<file path="config.mk">
export PLATFORM = sky130hd
export DESIGN_NAME = pars_mac
export DESIGN_NICKNAME = d
export VERILOG_FILES = /design/src/design/pars_pkg.sv /design/src/design/pars_mac.sv
export SDC_FILE = /design/constraint.sdc
export NUM_CORES = 2
export LEC_CHECK = 0
export ABC_AREA = 1
export BUFFER_PORTS_ARGS = -buffer_cell sky130_fd_sc_hd__buf_2
export CAP_MARGIN = 10
export CORE_ASPECT_RATIO = 2
export CORE_UTILIZATION = 65
export DETAILED_ROUTE_END_ITERATION = 10
export GPL_TIMING_DRIVEN = 0
export MAX_ROUTING_LAYER = met4
export PLACE_DENSITY_LB_ADDON = 0.1
export SYNTH_ARGS = -nofsm -noshare
export SYNTH_HDL_FRONTEND = slang
export SYNTH_SLANG_ARGS = --single-unit
export TNS_END_PERCENT = 5
</file>
<file path="constraint.sdc">
create_clock -name vclk -period 7.65
set_input_delay 0.765 -clock vclk [all_inputs]
set_output_delay 0.765 -clock vclk [all_outputs]
set_load 0.1 [all_outputs]
</file>
<file path="src/design/pars_pkg.sv">
// Package for the progression-add / range-sum store.
// Holds item kind codes, sequencer states, walk and combine step codes and the walk delta function; no dependencies.
`timescale 1ns / 1ps
`default_nettype none

package pars_pkg;

   localparam int DATA_W  = 64;
   localparam int SUM_W   = 63;
   localparam int VALUE_W = 20;
   localparam int INDEX_W = 11;
   localparam int PROD_W  = 22;
   localparam int TREE_W  = 3;
   localparam int WALK_W  = 4;
   localparam int STEP_W  = 2;
   localparam int TREE_COUNT = 6;

   typedef logic [1:0] kind_type;
   localparam kind_type KIND_LOAD  = 2'd0;
   localparam kind_type KIND_ADD   = 2'd1;
   localparam kind_type KIND_QUERY = 2'd2;

   // Walks of a progression add: tree and position (low or high plus one)
   localparam logic [WALK_W-1:0] W_A_LO = 4'd0;
   localparam logic [WALK_W-1:0] W_A_HI = 4'd1;
   localparam logic [WALK_W-1:0] W_B_LO = 4'd2;
   localparam logic [WALK_W-1:0] W_B_HI = 4'd3;
   localparam logic [WALK_W-1:0] W_C_LO = 4'd4;
   localparam logic [WALK_W-1:0] W_C_HI = 4'd5;
   localparam logic [WALK_W-1:0] W_D_LO = 4'd6;
   localparam logic [WALK_W-1:0] W_D_HI = 4'd7;
   localparam logic [WALK_W-1:0] W_E_LO = 4'd8;
   localparam logic [WALK_W-1:0] W_E_HI = 4'd9;

   localparam logic [TREE_W-1:0] TREE_BASE       = 3'd5;
   localparam logic [TREE_W-1:0] QUERY_LAST_WALK = 3'd5;

   localparam logic [STEP_W-1:0] CMB_QUAD  = 2'd0;
   localparam logic [STEP_W-1:0] CMB_LIN   = 2'd1;
   localparam logic [STEP_W-1:0] CMB_HALF  = 2'd2;
   localparam logic [STEP_W-1:0] CMB_FINAL = 2'd3;

   typedef enum logic [7:0] {
      ST_CLEAR   = 8'b0000_0001,
      ST_IDLE    = 8'b0000_0010,
      ST_START   = 8'b0000_0100,
      ST_READ    = 8'b0000_1000,
      ST_USE     = 8'b0001_0000,
      ST_NEXT    = 8'b0010_0000,
      ST_COMBINE = 8'b0100_0000,
      ST_FINISH  = 8'b1000_0000
   } state_type;

   // Delta added by each walk of a progression add
   function automatic logic [DATA_W-1:0] add_delta(
      input logic [WALK_W-1:0] walk,
      input logic [DATA_W-1:0] l,
      input logic [DATA_W-1:0] h,
      input logic [DATA_W-1:0] p1,
      input logic [DATA_W-1:0] p2
   );
      logic [DATA_W-1:0] d;
      case (walk)
         W_A_LO:  d = 64'd1;
         W_A_HI:  d = '1;
         W_B_LO:  d = 64'd0 - (l - 64'd1);
         W_B_HI:  d = h;
         W_C_LO:  d = 64'd1;
         W_C_HI:  d = '1;
         W_D_LO:  d = 64'd0 - ((l << 1) - 64'd1);
         W_D_HI:  d = (l << 1) - 64'd1;
         W_E_LO:  d = p1;
         W_E_HI:  d = p2 - p1;
         default: d = '0;
      endcase
      return d;
   endfunction

endpackage

`default_nettype wire

</file>
<file path="src/design/pars_mac.sv">
// Shared multiply-add unit of the prefix combine: y = a * b + c, modulo 2^64.
// Depends on pars_pkg.
`timescale 1ns / 1ps
`default_nettype none

module pars_mac
   import pars_pkg::*;
#(
   parameter int B_W = 12
) (
   input  wire logic [DATA_W-1:0] mac_a,
   input  wire logic [B_W-1:0]    mac_b,
   input  wire logic [DATA_W-1:0] mac_c,
   output logic      [DATA_W-1:0] mac_y
);

   logic [DATA_W-1:0] prod;

   assign prod  = mac_a * {{(DATA_W-B_W){1'b0}}, mac_b};
   assign mac_y = prod + mac_c;

endmodule

`default_nettype wire

</file>
# After elaboration in Yosys (flattened, before gate mapping)
# Index checks and enable logic that the tools add are counted.
[word_totals]
ff_bits = 0
inputBits = 140
elab_cells = 2
output_inout_bits = 64
[classes]
addsub = 1
n_mul = 1
[op_table]
columns = ["op", "count"]
rows = [
  ["$add 64x64->64", 1],
  ["$mul 64x12->64", 1],
]

# Longest topological paths before layout
[logic_depth]
word_depth = 2
mapped_depth = 27
ltp_nobuf = 26

# Least setup slack after synthesis
# OpenSTA, ideal clock, no wires.
[synth_timing]
kind = "input -> output"
startpoint = "in mac_b[5]"
endpoint = "out mac_y[30]"
stages = 20
arrival_ps = 6530
n_path_buf = 3
required_ps = 6885
slack_ps = 355
cell_sequence = "clkbuf_1 > clkbuf_1 > buf_1 > nand2_1 > fa_1 > fa_1 > inv_1 > fa_1 > fa_1 > inv_1 > fa_1 > inv_1 > ha_1 > nand2_2 > nor2_2 > nand2_1 > nor2_1 > nand2_1 > nand2_2 > xor2_1"
[synth_via]
elab_chain_cells = 2
[synth_lines]
columns = ["item", "line_no", "rtl"]
rows = [
  ["start: declaration", "pars_mac.sv:12", "input wire logic [B_W-1:0] mac_b,"],
  ["$mul 64x12->64", "pars_mac.sv:19", "assign prod = mac_a * {{(DATA_W-B_W){1'b0}}, mac_b};"],
  ["$add 64x64->64", "pars_mac.sv:20", "assign mac_y = prod + mac_c;"],
  ["end: declaration", "pars_mac.sv:14", "output logic [DATA_W-1:0] mac_y"],
]
# Every way passes these cells.

# Worst setup path after layout
[layout_timing]
startpoint = "in mac_b[4]"
endpoint = "out mac_y[44]"
# The elaborated chain is that of the path after synthesis.

==> impl_metrics.py <==
metrics = {
    "status": {
        "status": "finished with violations",
        "failed_checks": "negative setup slack",
    },
    "logic_synthesis": {
        "yosysTopAreaCellShare_pct": 50.1,
        "syn-mean-instance-area_um2": 7.09,
        "yosysTopAreaCell": "fa_1",
        "syn-cell-area_um2": 24800,
        "count_of_mapped_cells_out_of_synthesis": 3493,
        "synth-seq-area-share_pct": 0,
        "synthDistinctLibCells": 35,
        "yosys_warnings": 0,
        "synth_top_cells_by_area": "fa_1, nand2_1, inv_1",
        "syn-num-nets": 4339,
    },
    "critical_path": {
        "slowest_delay_ns": 0.54,
        "worstSetupEndpointType": "output port",
        "setup.worst_path.class": "in2out",
        "cp_data_arrival_time_ns": 6.90,
        "required_ns": 6.88,
        "timing.critical_path.from_type": "input pin",
        "worst_path_max_delay_cell": "clkbuf_1",
        "critical_path_peak_fanout": 10,
        "worstSetupStartpoint": "mac_b[4]",
        "timing.critical_path.cells": "clkbuf_2, clkbuf_1, nand2_1, fa_1, fa_1, inv_1, fa_1, fa_1, inv_1, fa_1, inv_1, ha_1, a21oi_1, o21ai_0, a21oi_1, nand2_1, inv_1, nand3_2, nand2_1, inv_1, nor2_1, buf_4",
    },
    "cells_and_area": {
        "post_route_cells_drive_above_1_share_pct": 9.29,
        "n_sequential_cell": 0,
        "number_of_fill_cells": 3192,
        "layout.cell_area.non_filler_um2": 26500,
        "layout.cells.most_common_list": "nand2_1, inv_1, fa_1, buf_2, nor2_1",
        "flow.area_growth_from_synthesis_pct": 7.02,
        "register_area_um2": 0,
        "final_util_pct": 70.9,
        "clock_buffers": 0,
        "finalNetCount": 4531,
        "layout.cells.most_common": "nand2_1",
    },
    "sta": {
        "fmax_mhz": 131,
        "setup_total_negative_slack_ns": -0.0109,
        "time_the_final_worst_path_needs_with_i_o_delays_and_setup_ns": 7.66,
        "rsz0062_at_grt": "true",
        "timing_worst_slew_pin_value_ns": 1.15,
        "setup_viol": 1,
        "final_critical_path_setup_slack_ns": -0.0109,
        "post_route_clock_period_utilization_pct": 100,
        "timing_hold_violations_final": 0,
        "fin_max_slew_vios": 0,
        "relSlewSlack_pct": 23.5,
    },
    "place": {
        "dp.final_hpwl_um": 78700,
        "port-buffer-count": 191,
        "gpl.final_weighted_congestion": 1.07,
        "placed_cell_area_um2": 26300,
        "preCtsSetupSlack_ns": -0.796,
    },
    "worst_hold_path": {
        "timing.hold.worst_path_depth": 3,
        "hold_start": "mac_c[0]",
        "type_of_the_most_critical_hold_path": "in2out",
        "min_delay_worst_endpoint": "mac_y[0]",
    },
    "routing": {
        "route.met3.wl_um": 7850,
        "num_vias": 23400,
        "routed_wirelength_um": 91300,
        "first_iter_violations": 1642,
        "wire_per_inst_um": 22.0,
        "ant_nets_after_route": 0,
        "detail_route.vias_per_cell": 5.65,
        "post-route-drc-count": 0,
        "met1_wire_length_um": 24300,
        "highest_layer": "met4",
        "first_pass_iters": 6,
        "routed-wl-met2_um": 44700,
    },
    "global_routing": {
        "grt_remaining_overflow": 0,
        "largest_net_degree_at_the_start_of_global_routing": 20,
        "overall_routing_resource_usage_pct": 51.1,
        "via_count_of_the_first_global_routing_pass": 25900,
        "antenna_found_initial": 3,
        "wire_length_of_the_first_global_routing_pass_um": 139000,
    },
    "die": {
        "die_area_um2": 38900,
        "ios": 204,
        "fp.dieH_um": 278,
        "rows": 100,
        "design.core.area_um2": 37400,
        "initial_core_utilization_pct": 66.2,
        "floorplan.die.width_um": 140,
    },
    "run": {
        "drv.max_cap_violation_count": 0,
    },
    "clock_tree": {
        "post-cts-setup-buffer-count": 0,
    },
}
## metal layers
layer | vias up | global-route usage, %
met2 | 1475 | 84.9
met5 | - | -
li1 | 10000 | -
met3 | 816 | 12.1
met4 | 0 | 62.1
met1 | 11100 | 42.2
## logic make-up (layout without fill, tap and decap cells)
family | after synthesis | count (layout) | synth area share, %
other cells | 0 | 3 | 0
compound gates | 139 | 139 | 3.16
fa+ha+maj | 706 | 706 | 54.4
simple gates | 1371 | 1371 | 22.4
xor+xnor | 29 | 29 | 1.03
buf+inv | 1248 | 1438 | 19.0
## through the flow
stage | std cells | hold WS, ns
after floorplan | 3493 | 2.08
after global placement | 4143 | 2.10
after detailed placement | 4144 | 2.11
after CTS | 4142 | 2.11
after global routing | 4145 | 2.12
final | 4145 | 2.11
## cells in the mapped netlist
cell         n
xnor2_1      5
inv_2        9
nor2_4       6
a21boi_2     1
fa_1       620
buf_2       11
a21o_1       2
nor4_2       2
clkinv_1     5
nor3_1       6
nand3_1     68
a21oi_1     69
xor2_1      24
inv_1     1098
and2_1       1
o21ai_0     36
clkbuf_1   101
nor3_4       1
nand3_2      9
nand3b_1     3
nand2_2     19
nor2_2      19
o21bai_2     1
nand2_1   1101
or2_1        1
o21ai_1      6
buf_1       24
nand2_4      1
nor3_2       1
o21bai_1    15
ha_1        86
nor2_1     112
a21oi_2      8
a21boi_0     1
nand4_1     21
## worst max-delay path by stage
stage	end	slack, ns	depth (start not counted)
floorplan	mac_y[30]	0.36	20
finish	mac_y[44]	-0.01	22
global placement	mac_y[63]	-0.78	20
detailed placement	mac_y[55]	-0.80	22
CTS	mac_y[34]	0.01	20
global route	mac_y[52]	-0.09	23
## area by class of cell
cell class                 instances  area, um^2  area share (%)
antenna                            3        7.51          0.0283
tap                              459         574            2.17
inverter                        1112        4170            15.7
multi-input combinational       2245       20100            75.8
timing repair buffer             192        1030            3.88
buffer                           134         632            2.38
## timing repair
| action | CTS | global route |
|---|---|---|
| cloned | 0 | 0 |
| pin swaps | 0 | 0 |
| endpoints found under the setup margin | 50 | 48 |
| resized for setup | 40 | 108 |
| hold buffers | 0 | 0 |
## worst max-delay path, delay by kind of cell
kind / cells / cell delay (ns)
AO/OA/AOI/OAI: 3 / 1.02
adder cells (fa/ha/maj): 6 / 2.96
buffers and inverters: 8 / 1.53
AND/OR/NAND/NOR: 5 / 0.62
